<file path="src/design/radio_frame_builder_fletcher_core_assert.svh">
// ----------------------------------------------------------------------------
// Assertion macros for the radio frame builder
// Concurrent checks clocked on clk and disabled while rst_n is low.
// ----------------------------------------------------------------------------
`ifndef RADIO_FRAME_BUILDER_FLETCHER_CORE_ASSERT_SVH
`define RADIO_FRAME_BUILDER_FLETCHER_CORE_ASSERT_SVH

`ifndef SYNTHESIS

// cond must hold at every edge
`define RFBF_ASSERT(label, cond, msg) \
  label: assert property (@(posedge clk) disable iff (!rst_n) (cond)) else $error(msg);

// cond must hold in the cycle after trig
`define RFBF_ASSERT_NEXT(label, trig, cond, msg) \
  label: assert property (@(posedge clk) disable iff (!rst_n) (trig) |=> (cond)) else $error(msg);

`else

`define RFBF_ASSERT(label, cond, msg)
`define RFBF_ASSERT_NEXT(label, trig, cond, msg)

`endif

`endif

</file>
<file path="src/design/rfbf_pkg.sv">
// ----------------------------------------------------------------------------
// rfbf_pkg
// Shared types and constants of the radio frame builder.
// ----------------------------------------------------------------------------
package rfbf_pkg;

  localparam int RFBF_MAX_PAYLOAD = 255;
  localparam int RFBF_QUEUE_DEPTH = 4;

  localparam int CFG_AW = 5;
  localparam int CFG_DW = 32;

  // register indexes
  localparam logic [2:0] REG_SYNC_FIRST    = 3'd0;
  localparam logic [2:0] REG_SYNC_SECOND   = 3'd1;
  localparam logic [2:0] REG_COMMAND_CLASS = 3'd2;
  localparam logic [2:0] REG_TRANSMIT_CODE = 3'd3;
  localparam logic [2:0] REG_RADIO_ENABLED = 3'd4;

  localparam logic [7:0] RST_SYNC_FIRST    = 8'd72;
  localparam logic [7:0] RST_SYNC_SECOND   = 8'd101;
  localparam logic [7:0] RST_COMMAND_CLASS = 8'd16;
  localparam logic [7:0] RST_TRANSMIT_CODE = 8'd3;

  localparam logic OP_START = 1'b0;
  localparam logic OP_DATA  = 1'b1;

  localparam logic [7:0] PARAM_BYTE = 8'h00;

  typedef struct packed {
    logic       op;
    logic [7:0] payload_length;
    logic [7:0] data_byte;
  } in_word_t;

  typedef struct packed {
    logic [7:0] out_byte;
    logic       frame_end;
    logic       refused;
  } out_word_t;

  typedef struct packed {
    logic [7:0] sync_first;
    logic [7:0] sync_second;
    logic [7:0] command_class;
    logic [7:0] transmit_code;
    logic       radio_enabled;
  } cfg_t;

  typedef enum logic [1:0] {
    CMD_START,
    CMD_DATA,
    CMD_REFUSE
  } cmd_kind_t;

  // value: clamped length for a start, payload byte for data
  typedef struct packed {
    cmd_kind_t  kind;
    logic [7:0] value;
    logic       last;
  } cmd_t;

  // back end byte position within a frame
  typedef enum logic [3:0] {
    STEP_SYNC0,
    STEP_SYNC1,
    STEP_CMD,
    STEP_CODE,
    STEP_PARAM,
    STEP_LEN,
    STEP_HCHK_A,
    STEP_HCHK_B,
    STEP_FIN_A,
    STEP_FIN_B
  } step_t;

endpackage

</file>
<file path="src/design/rfbf_regs.sv">
// ----------------------------------------------------------------------------
// rfbf_regs
// APB configuration registers of the frame builder.
// ----------------------------------------------------------------------------
module rfbf_regs
  import rfbf_pkg::*;
(
  input  logic              clk,
  input  logic              rst_n,
  input  logic              psel,
  input  logic              penable,
  input  logic              pwrite,
  input  logic [CFG_AW-1:0] paddr,
  input  logic [CFG_DW-1:0] pwdata,
  output logic [CFG_DW-1:0] prdata,
  output logic              pready,
  output cfg_t              cfg
);

  cfg_t       cfg_r;
  logic [2:0] idx;
  logic       wr_en;

  assign idx    = paddr[4:2];
  assign wr_en  = psel & penable & pwrite;
  assign pready = 1'b1;
  assign cfg    = cfg_r;

  always_ff @(posedge clk) begin
    if (!rst_n) begin
      cfg_r.sync_first    <= RST_SYNC_FIRST;
      cfg_r.sync_second   <= RST_SYNC_SECOND;
      cfg_r.command_class <= RST_COMMAND_CLASS;
      cfg_r.transmit_code <= RST_TRANSMIT_CODE;
      cfg_r.radio_enabled <= 1'b1;
    end else if (wr_en) begin
      case (idx)
        REG_SYNC_FIRST:    cfg_r.sync_first    <= pwdata[7:0];
        REG_SYNC_SECOND:   cfg_r.sync_second   <= pwdata[7:0];
        REG_COMMAND_CLASS: cfg_r.command_class <= pwdata[7:0];
        REG_TRANSMIT_CODE: cfg_r.transmit_code <= pwdata[7:0];
        REG_RADIO_ENABLED: cfg_r.radio_enabled <= pwdata[0];
        default: ;
      endcase
    end
  end

  always_comb begin
    case (idx)
      REG_SYNC_FIRST:    prdata = {24'd0, cfg_r.sync_first};
      REG_SYNC_SECOND:   prdata = {24'd0, cfg_r.sync_second};
      REG_COMMAND_CLASS: prdata = {24'd0, cfg_r.command_class};
      REG_TRANSMIT_CODE: prdata = {24'd0, cfg_r.transmit_code};
      REG_RADIO_ENABLED: prdata = {31'd0, cfg_r.radio_enabled};
      default:           prdata = '0;
    endcase
  end

endmodule

</file>
<file path="src/design/rfbf_front.sv">
// ----------------------------------------------------------------------------
// rfbf_front
// Accepts input words, tracks frame state and queues commands for the back end.
// ----------------------------------------------------------------------------
module rfbf_front
  import rfbf_pkg::*;
#(
  parameter int MAX_PAYLOAD = RFBF_MAX_PAYLOAD
) (
  input  logic     clk,
  input  logic     rst_n,
  input  logic     in_valid,
  output logic     in_ready,
  input  in_word_t in_word,
  input  logic     radio_enabled,
  output logic     push,
  output cmd_t     push_cmd,
  input  logic     q_full
);

  logic       open_r, open_nxt;
  logic [7:0] left_r, left_nxt;
  logic       accept;
  logic [7:0] len_clamped;

  assign in_ready = ~q_full;
  assign accept   = in_valid & in_ready;
  assign len_clamped = (in_word.payload_length > 8'(MAX_PAYLOAD)) ?
                       8'(MAX_PAYLOAD) : in_word.payload_length;

  always_comb begin
    open_nxt = open_r;
    left_nxt = left_r;
    push     = 1'b0;
    push_cmd = '{kind: CMD_DATA, value: in_word.data_byte, last: 1'b0};
    if (accept) begin
      if (in_word.op == OP_START) begin
        push = 1'b1;
        if (!radio_enabled) begin
          push_cmd = '{kind: CMD_REFUSE, value: 8'd0, last: 1'b1};
          open_nxt = 1'b0;
          left_nxt = 8'd0;
        end else begin
          push_cmd = '{kind: CMD_START, value: len_clamped, last: 1'b0};
          open_nxt = (len_clamped != 8'd0);
          left_nxt = len_clamped;
        end
      end else if (open_r) begin
        push          = 1'b1;
        push_cmd.last = (left_r == 8'd1);
        left_nxt      = left_r - 8'd1;
        open_nxt      = (left_r != 8'd1);
      end
    end
  end

  always_ff @(posedge clk) begin
    if (!rst_n) begin
      open_r <= 1'b0;
      left_r <= 8'd0;
    end else begin
      open_r <= open_nxt;
      left_r <= left_nxt;
    end
  end

endmodule

</file>
<file path="src/design/rfbf_fifo.sv">
// ----------------------------------------------------------------------------
// rfbf_fifo
// Small command queue between the front and back ends.
// ----------------------------------------------------------------------------
module rfbf_fifo
  import rfbf_pkg::*;
#(
  parameter int DEPTH = RFBF_QUEUE_DEPTH
) (
  input  logic clk,
  input  logic rst_n,
  input  logic push,
  input  cmd_t push_cmd,
  output logic full,
  input  logic pop,
  output logic q_valid,
  output cmd_t q_head
);

  localparam int AW = (DEPTH > 1) ? $clog2(DEPTH) : 1;
  localparam int CW = $clog2(DEPTH + 1);

  cmd_t          mem [DEPTH];
  logic [AW-1:0] wr_ptr_r, rd_ptr_r;
  logic [CW-1:0] cnt_r;
  logic          do_push, do_pop;

  assign full    = (cnt_r == CW'(DEPTH));
  assign q_valid = (cnt_r != '0);
  assign q_head  = mem[rd_ptr_r];
  assign do_push = push & ~full;
  assign do_pop  = pop & q_valid;

  always_ff @(posedge clk) begin
    if (do_push) begin
      mem[wr_ptr_r] <= push_cmd;
    end
  end

  always_ff @(posedge clk) begin
    if (!rst_n) begin
      wr_ptr_r <= '0;
      rd_ptr_r <= '0;
      cnt_r    <= '0;
    end else begin
      if (do_push) begin
        wr_ptr_r <= (wr_ptr_r == AW'(DEPTH - 1)) ? '0 : wr_ptr_r + 1'b1;
      end
      if (do_pop) begin
        rd_ptr_r <= (rd_ptr_r == AW'(DEPTH - 1)) ? '0 : rd_ptr_r + 1'b1;
      end
      cnt_r <= cnt_r + CW'(do_push) - CW'(do_pop);
    end
  end

endmodule

</file>
<file path="src/design/rfbf_back.sv">
// ----------------------------------------------------------------------------
// rfbf_back
// Expands queued commands into frame bytes and keeps the Fletcher sums.
// ----------------------------------------------------------------------------
`include "radio_frame_builder_fletcher_core_assert.svh"

module rfbf_back
  import rfbf_pkg::*;
(
  input  logic      clk,
  input  logic      rst_n,
  input  cfg_t      cfg,
  input  logic      q_valid,
  input  cmd_t      q_head,
  output logic      pop,
  output logic      out_valid,
  input  logic      out_ready,
  output out_word_t out_word
);

  step_t      step_r, step_nxt;
  logic [7:0] sum_lo_r, sum_lo_nxt;
  logic [7:0] sum_hi_r, sum_hi_nxt;
  logic [7:0] hold_r, hold_nxt;
  logic       out_valid_r;
  out_word_t  out_word_r;

  logic       advance;
  logic       acc, clr, done;
  out_word_t  word;

  assign advance   = q_valid & (~out_valid_r | out_ready);
  assign pop       = advance & done;
  assign out_valid = out_valid_r;
  assign out_word  = out_word_r;

  // byte for the current (head, step) pair
  always_comb begin
    word     = '{out_byte: 8'd0, frame_end: 1'b0, refused: 1'b0};
    acc      = 1'b0;
    clr      = 1'b0;
    done     = 1'b0;
    step_nxt = step_t'(step_r + 4'd1);
    hold_nxt = hold_r;
    if (q_head.kind == CMD_REFUSE) begin
      word.refused = 1'b1;
      done         = 1'b1;
    end else begin
      case (step_r)
        STEP_SYNC0: begin
          if (q_head.kind == CMD_DATA) begin
            word.out_byte = q_head.value;
            acc           = 1'b1;
            if (q_head.last) begin
              step_nxt = STEP_FIN_A;
            end else begin
              done = 1'b1;
            end
          end else begin
            word.out_byte = cfg.sync_first;
            clr           = 1'b1;
          end
        end
        STEP_SYNC1: begin
          word.out_byte = cfg.sync_second;
        end
        STEP_CMD: begin
          word.out_byte = cfg.command_class;
          acc           = 1'b1;
        end
        STEP_CODE: begin
          word.out_byte = cfg.transmit_code;
          acc           = 1'b1;
        end
        STEP_PARAM: begin
          word.out_byte = PARAM_BYTE;
          acc           = 1'b1;
        end
        STEP_LEN: begin
          word.out_byte = q_head.value;
          acc           = 1'b1;
        end
        STEP_HCHK_A: begin
          // second header byte is the sum of sums from before this one
          word.out_byte = sum_lo_r;
          acc           = 1'b1;
          hold_nxt      = sum_hi_r;
        end
        STEP_HCHK_B: begin
          word.out_byte = hold_r;
          acc           = 1'b1;
          if (q_head.value == 8'd0) begin
            step_nxt = STEP_FIN_A;
          end else begin
            done = 1'b1;
          end
        end
        STEP_FIN_A: begin
          word.out_byte = sum_lo_r;
        end
        STEP_FIN_B: begin
          word.out_byte  = sum_hi_r;
          word.frame_end = 1'b1;
          done           = 1'b1;
        end
        default: begin
          done = 1'b1;
        end
      endcase
    end
    if (done) begin
      step_nxt = STEP_SYNC0;
    end
  end

  always_comb begin
    sum_lo_nxt = sum_lo_r;
    sum_hi_nxt = sum_hi_r;
    if (clr) begin
      sum_lo_nxt = 8'd0;
      sum_hi_nxt = 8'd0;
    end else if (acc) begin
      sum_lo_nxt = sum_lo_r + word.out_byte;
      sum_hi_nxt = sum_hi_r + sum_lo_nxt;
    end
  end

  always_ff @(posedge clk) begin
    if (!rst_n) begin
      step_r      <= STEP_SYNC0;
      sum_lo_r    <= 8'd0;
      sum_hi_r    <= 8'd0;
      out_valid_r <= 1'b0;
    end else begin
      if (advance) begin
        step_r   <= step_nxt;
        sum_lo_r <= sum_lo_nxt;
        sum_hi_r <= sum_hi_nxt;
      end
      out_valid_r <= advance | (out_valid_r & ~out_ready);
    end
  end

  always_ff @(posedge clk) begin
    if (advance) begin
      out_word_r <= word;
      hold_r     <= hold_nxt;
    end
  end

  `RFBF_ASSERT(a_step_range, step_r <= STEP_FIN_B, "step counter out of range")
  `RFBF_ASSERT(a_refuse_clean, !(out_valid_r && out_word_r.refused && (out_word_r.frame_end || out_word_r.out_byte != 8'd0)), "refused word carries frame data")
  `RFBF_ASSERT_NEXT(a_pop_rewinds, pop, step_r == STEP_SYNC0, "step not rewound after pop")

endmodule

</file>
<file path="src/design/radio_frame_builder_fletcher_core.sv">
// ----------------------------------------------------------------------------
// radio_frame_builder_fletcher_core
// Radio transmit frame builder with 8-bit Fletcher-style header and frame checksums (sums modulo 256).
// ----------------------------------------------------------------------------
// A start word yields 8 output words (sync, sync, command, code, param, length,
// header checksum pair) plus the final checksum pair when the length is zero;
// a payload word yields one word, plus the final pair on the last payload byte;
// a refused start yields one word. While out_ready is high the back end emits
// one output word per cycle from the head of a command queue of QUEUE_DEPTH
// entries, so payload words flow at one per cycle, and the front end keeps
// accepting input words while the queue has room, i.e. while a header or
// checksum burst drains. No clearing pass: the block is ready right after reset.
module radio_frame_builder_fletcher_core
  import rfbf_pkg::*;
#(
  parameter int MAX_PAYLOAD = RFBF_MAX_PAYLOAD,
  parameter int QUEUE_DEPTH = RFBF_QUEUE_DEPTH
) (
  input  logic              clk,
  input  logic              rst_n,
  input  logic              in_valid,
  output logic              in_ready,
  input  in_word_t          in_word,
  output logic              out_valid,
  input  logic              out_ready,
  output out_word_t         out_word,
  input  logic              psel,
  input  logic              penable,
  input  logic              pwrite,
  input  logic [CFG_AW-1:0] paddr,
  input  logic [CFG_DW-1:0] pwdata,
  output logic [CFG_DW-1:0] prdata,
  output logic              pready
);

  cfg_t cfg;
  logic push, q_full, pop, q_valid;
  cmd_t push_cmd, q_head;

  rfbf_regs u_regs (
    .clk     (clk),
    .rst_n   (rst_n),
    .psel    (psel),
    .penable (penable),
    .pwrite  (pwrite),
    .paddr   (paddr),
    .pwdata  (pwdata),
    .prdata  (prdata),
    .pready  (pready),
    .cfg     (cfg)
  );

  rfbf_front #(.MAX_PAYLOAD(MAX_PAYLOAD)) u_front (
    .clk           (clk),
    .rst_n         (rst_n),
    .in_valid      (in_valid),
    .in_ready      (in_ready),
    .in_word       (in_word),
    .radio_enabled (cfg.radio_enabled),
    .push          (push),
    .push_cmd      (push_cmd),
    .q_full        (q_full)
  );

  rfbf_fifo #(.DEPTH(QUEUE_DEPTH)) u_fifo (
    .clk      (clk),
    .rst_n    (rst_n),
    .push     (push),
    .push_cmd (push_cmd),
    .full     (q_full),
    .pop      (pop),
    .q_valid  (q_valid),
    .q_head   (q_head)
  );

  rfbf_back u_back (
    .clk       (clk),
    .rst_n     (rst_n),
    .cfg       (cfg),
    .q_valid   (q_valid),
    .q_head    (q_head),
    .pop       (pop),
    .out_valid (out_valid),
    .out_ready (out_ready),
    .out_word  (out_word)
  );

endmodule
</file>
<file path="config.mk">
export PLATFORM = sky130hd
export DESIGN_NAME = radio_frame_builder_fletcher_core
export DESIGN_NICKNAME = d
export VERILOG_FILES = /design/src/design/rfbf_pkg.sv /design/src/design/rfbf_regs.sv /design/src/design/rfbf_front.sv /design/src/design/rfbf_fifo.sv /design/src/design/rfbf_back.sv /design/src/design/radio_frame_builder_fletcher_core.sv
export VERILOG_INCLUDE_DIRS = /design/src /design/src/design
export SDC_FILE = /design/constraint.sdc
export NUM_CORES = 1
export LEC_CHECK = 0
export ABC_AREA = 1
export BUFFER_PORTS_ARGS = -buffer_cell sky130_fd_sc_hd__buf_2
export CAP_MARGIN = 20
export CORE_MARGIN = 2
export CORE_UTILIZATION = 26
export DETAILED_ROUTE_END_ITERATION = 10
export HOLD_SLACK_MARGIN = 0.06
export PLACE_DENSITY = 0.49
export SLEW_MARGIN = 10
export SYNTH_ARGS = -nofsm -noshare
export SYNTH_HDL_FRONTEND = slang
export SYNTH_SLANG_ARGS = --single-unit
</file>
<file path="constraint.sdc">
create_clock -name clk -period 5.52 [get_ports clk]
set_input_delay 0.552 -clock clk [delete_from_list [all_inputs] [get_ports clk]]
set_output_delay 0.552 -clock clk [all_outputs]
set_load 0.01 [all_outputs]
</file>
== Word level (Yosys, flattened, before mapping) ==
Memory sizes are Yosys's and may differ from the RTL's. A register that Yosys moved wholly into a read port is not among the register bits.
Cells that the tools add are included.

* $add $sub $neg: 8
* $mul: 0
* Div/mod/pow operators: 0
* Order comparisons: 1
* Eq/ne operators: 21
* Shift-type cells: 0
* Muxes and demuxes: 48
* Bitwise logic cells: 14
* Reduce and logical (&&, ||, !) cells: 17

{| class="wikitable"
|+ Operators by type and width
! kind !! count
|-
| $mux W8 || 9
|-
| $pmux W8 S8 || 1
|-
| $pmux W8 S5 || 1
|-
| $mux W11 || 2
|-
| $mux W1 || 21
|-
| $mux W4 || 5
|-
| $add A8 B8 Y8 || 2
|-
| $eq A4 B3 Y1 const B || 4
|-
| $reduce_and A2 Y1 || 7
|-
| $mux W10 || 1
|-
| $mux W9 || 1
|-
| $and A1 B1 Y1 || 8
|-
| $eq A4 B2 Y1 const B || 2
|-
| $eq A4 B4 Y1 const B || 2
|-
| $eq A8 B1 Y1 const B || 1
|-
| $gt A8 B8 Y1 const B || 1
|-
| $logic_not A8 Y1 || 1
|-
| $mux W2 || 4
|-
| $ne A8 B1 Y1 const B || 1
|-
| $pmux W4 S2 || 1
|-
| $reduce_bool A8 Y1 || 1
|-
| $sub A8 B1 Y8 const B || 1
|-
| $reduce_or A7 Y1 || 1
|-
| $eq A2 B2 Y1 const B || 3
|-
| other kinds (21) || 28
|}

* Register bits after elaboration: 88
* Bits in latches: 0
* Memory bits (writable): 44
* Memory bits (read-only): 0
* Input bits: 61
* Output and inout bits: 45
* Logic and storage cells: 128
* Memories: 1

{| class="wikitable"
|+ Memory list
! name !! words !! width !! rd ports !! clocked after memory_dff !! write ports !! RTL line !! RTL
|-
| u_fifo.mem || 4 || 11 || 1 || 1 || 1 || rfbf_fifo.sv:23 || <nowiki>cmd_t mem [DEPTH];</nowiki>
|}

== Depth between registers and ports, before layout ==
* Depth after elaboration: 8
* Gate-level depth with buffers: 29
* Depth with buffers taken out: 28

== Cells and area by module ==
A second synthesis with hierarchy kept.

* Cell total of the unflattened synthesis: 954
* Area, all modules: 7,508.5 sq um

{| class="wikitable"
|+ Modules (own cells, without submodules)
! module !! times used !! cells each !! area an instance (sq um) !! seq. area each (sq um)
|-
| rfbf_back || 1 || 362 || 2,776.4 || 960.9
|-
| rfbf_fifo || 1 || 170 || 2,133.3 || 1,501.4
|-
| rfbf_regs || 1 || 292 || 1,843.0 || 660.6
|-
| rfbf_front || 1 || 130 || 755.7 || 180.2
|}

== Worst setup path before layout ==
No wires, ideal clock.

* Kind: reg-to-reg
* Start: register u_back.step_r[0]
* End: register u_back.sum_hi_r[7]
* Library setup time: 0.071 ns
* Arrival: 3.854 ns
* Data required time: 5.449 ns
* Path slack: 1.595 ns
* Stages on the path, launching flop included: 25
* Path buffers: 0
* Clock period less this slack: 3.925 ns
* Cell sequence: dfxtp_1 > inv_1 > ha_1 > nand2_1 > inv_1 > a221oi_1 > o21ai_0 > a2111oi_0 > nor2_1 > ha_1 > fa_1 > nand3_1 > nand2_1 > nand2_1 > nand2_1 > a21oi_1 > xnor2_1 > ha_1 > inv_1 > o311ai_0 > xnor2_1 > inv_1 > nand3_1 > nand3_1 > a21oi_1

{| class="wikitable"
|+ RTL lines
! what !! RTL line !! RTL
|-
| from (decl) || rfbf_back.sv:21 || <nowiki>step_t step_r, step_nxt;</nowiki>
|-
| from (signal assigned) || rfbf_back.sv:136 || <nowiki>step_r <= step_nxt;</nowiki>
|-
| to (signal assigned) || rfbf_back.sv:138 || <nowiki>sum_hi_r <= sum_hi_nxt;</nowiki>
|-
| to (decl) || rfbf_back.sv:23 || <nowiki>logic [7:0] sum_hi_r, sum_hi_nxt;</nowiki>
|}

==> out/metrics.yaml <==
synthesis:
  synthFlopType: "dfxtp_1"
  ys_async_sr_fraction: 0
  ys_seq_area_frac: 0.456
  synth-edff-count: 62
  syn_inst: 869
  yosysUniqueCellTypes: 54
  yosys_warnings: 0
  ys_ff_latch: 134
  avgSynthCellArea_um2: 8.33
  netlist_area_um2: 7240
detailed_routing:
  drt_iter0_markers: 361
  vias: 5843
  wirelength_mm: 18.8
  firstDrtPassIters: 5
  routedWlPerCell_um: 14.2
  ant_nets: 0
  viasPerCell: 4.44
  drc: 0
power_and_ir_drop:
  switchingPower_mw: 1.75
  pwr-share-seq: 0.313
  power_density_nw_per_um2: 511
  ir_worst_vdd_mv: 0.242
  power_leakage_nw: 3.57
  power_mw: 4.31
  intPower_mw: 2.55
  pwr-share-clk: 0.275
  p_sw_frac: 0.407
  comb_power_share: 0.411
die:
  die_area_um2: 29200
  initial_utilization: 0.262
  io_pins: 106
  rows: 61
  dieHeight_um: 171
  core_area_um2: 27600
  die_x_um: 171
placed_design:
  hpwl_mm: 14.1
  place_congestion: 0.822
  port-buffer-count: 54
worst_setup_path:
  worst-path-max-fanout: 18
  r2r_slack_ns: 0.58
  cp_data_arrival_time_ns: 5.28
  start_kind: "flip-flop"
  r2r-end: "u_back.sum_hi_r[7]$_SDFFE_PN0P_"
  critical_path_class: "flip-flop to flip-flop"
  cp-end-kind: "flip-flop"
  critPathCapture: "u_back.sum_hi_r[7]$_SDFFE_PN0P_"
  rr_worst_depth: 25
  cp_data_required_time_ns: 5.86
sta:
  hold_viol_final: 0
  finalSetupTns_ns: 0
  min_period_ns: 4.94
  skew_ns: 0.00845
  rsz0062_at_grt: "no"
  fin_hold_ws_ns: 0.381
  min_period_over_period: 0.895
  fmax_mhz: 202
  setup_viol: 0
  slew_headroom: 0.322
  worst_pin_slew_ns: 1.01
  finalMaxSlewViolations: 0
global_route:
  grt_usage: 0.133
  grt_pass1_wl_mm: 30.0
  antenna_found_initial: 0
  overflow: 0
  grt_max_degree: 55
  grt_pass1_vias: 5408
cts:
  cts-root-buf: "clkbuf_16"
  cts_tree: "built"
  cts_buffer_depth: 2
  cts_hold_buf: 0
  cts_sinks: 134
  cts_resized: 0
  cts.reportedPaths.clkPinSlew_ns: 0.06
  cts_buffers: 17
  post_cts_buffers: 0
  clk_latency_ns: 0.42
  htreeDepth: 4
layout:
  mostFrequentLayoutCells: "175 x nand2_1, 94 x inv_1, 79 x nor2_1"
  final_layout_size_suffix_gt1_frac: 0.146
  final_nets: 1017
  area_delta_synth_final_pct: 16.3
  layout_commonest_cell: "nand2_1"
  fill_cells: 3006
  antenna_cells: 0
flow_run:
  maxCapViolations: 0
hold_path:
  min_delay_path_depth: 3
  hold_path_class: "input pin to flip-flop"
status:
  status: "complete, no violations"
## critical path, stage by stage (launching register included)
cell and delay (ns):
dfxtp_1 0.80, inv_6 0.16, nand2_2 0.09, nand3_1 0.08, nand2_2 0.15, nand2_1 0.09, nand2_1 0.11, inv_2 0.12
a2111oi_0 0.45, nor2_1 0.12, ha_1 0.27, fa_1 0.42, nand3_1 0.13, nand2_1 0.06, nand2_1 0.08, nand2_1 0.06
a21oi_1 0.15, xnor2_1 0.11, ha_1 0.32, inv_1 0.07, o311ai_0 0.51, xnor2_1 0.20, inv_1 0.06, nand3_1 0.08
nand3_1 0.06, a21oi_1 0.11
## kinds of logic after synthesis
family                   share of synthesized area
AO/OA/AOI/OAI                                0.147
XOR/XNOR                                    0.0133
adder cells (fa/ha/maj)                     0.0550
buffers and inverters                        0.103
flip-flops                                   0.456
other                                      0.00104
AND/OR/NAND/NOR                              0.225
## worst min-delay path by stage
stage / start / slack [ns] / to
3_3_place_gp: u_back.sum_hi_r[0]$_SDFFE_PN0P_ / 0.48 / u_back.hold_r[0]$_DFFE_PP_
3_5_place_dp: u_back.sum_hi_r[0]$_SDFFE_PN0P_ / 0.48 / u_back.hold_r[0]$_DFFE_PP_
4_1_cts: pwdata[4] / 0.37 / u_regs.cfg[13]$_SDFFE_PN1P_
6_report: pwdata[4] / 0.38 / u_regs.cfg[13]$_SDFFE_PN1P_
5_1_grt: pwdata[4] / 0.40 / u_regs.cfg[13]$_SDFFE_PN1P_
2_1_floorplan: u_back.sum_hi_r[0]$_SDFFE_PN0P_ / 0.44 / u_back.hold_r[0]$_DFFE_PP_
## Yosys cell counts, types with 7 or more instances
cell type / number / area [µm²]
a21oi_1: 55 / 275
o21ai_0: 75 / 375
dfxtp_1: 72 / 1440
nand3_1: 55 / 275
buf_4: 27 / 203
o2111ai_1: 9 / 78.8
ha_1: 27 / 338
a31oi_1: 11 / 68.8
clkbuf_1: 13 / 48.8
nand2_1: 175 / 657
edfxtp_1: 62 / 1860
nand4_1: 8 / 50.1
inv_1: 94 / 353
xnor2_1: 7 / 61.3
nor2_1: 79 / 297
## sequential cells by signal, indices dropped and copies added, names as in the netlist, named ones only
signal,cells
u_regs.cfg,33
u_back.sum_lo_r,8
u_back.out_valid,1
u_back.hold_r,8
u_fifo.rd_ptr_r,2
u_back.step_r,4
u_front.left_r,8
u_back.out_word,10
u_fifo.cnt_r,3
u_back.sum_hi_r,8
u_fifo.wr_ptr_r,2
u_fifo.mem,44
u_front.open_r,1
## through the flow
step	util	setup WS, ns	area (µm²)	instances
finish	0.305	0.581	8420	1317
global route	0.305	0.204	8420	1317
CTS	0.304	0.549	8410	1316
detailed placement	0.282	0.572	7800	1284
global placement	0.282	0.596	7800	1284
floorplan	-	1.60	7320	892
## final cells by class
cell class | instances | area [µm²] | share of cell area
inverter | 105 | 414 | 0.0492
multi-input combinational | 605 | 3280 | 0.389
tap | 378 | 473 | 0.0562
sequential | 134 | 3300 | 0.392
timing repair buffer | 63 | 338 | 0.0401
clock buffer | 19 | 475 | 0.0565
clock inverter | 13 | 138 | 0.0163
## layer usage
layer | GRT usage | routed length (µm) | up-vias
met3 | 0.0222 | 792 | 16
met5 | 0 | 0 | -
met4 | 0.0457 | 280 | 0
met2 | 0.199 | 7990 | 144
li1 | - | - | 3016
met1 | 0.195 | 9690 | 2667
## power groups by stage
stage | registers (mW) | clock network (mW) | logic, mW
detailed placement | 1.37 | 0 | 1.78
global route | 1.37 | 1.25 | 2.03
finish | 1.35 | 1.19 | 1.77
floorplan | 1.33 | 0 | 1.40
global placement | 1.37 | 0 | 1.77
CTS | 1.35 | 1.20 | 1.79
(Power assumes the default switching activity.)
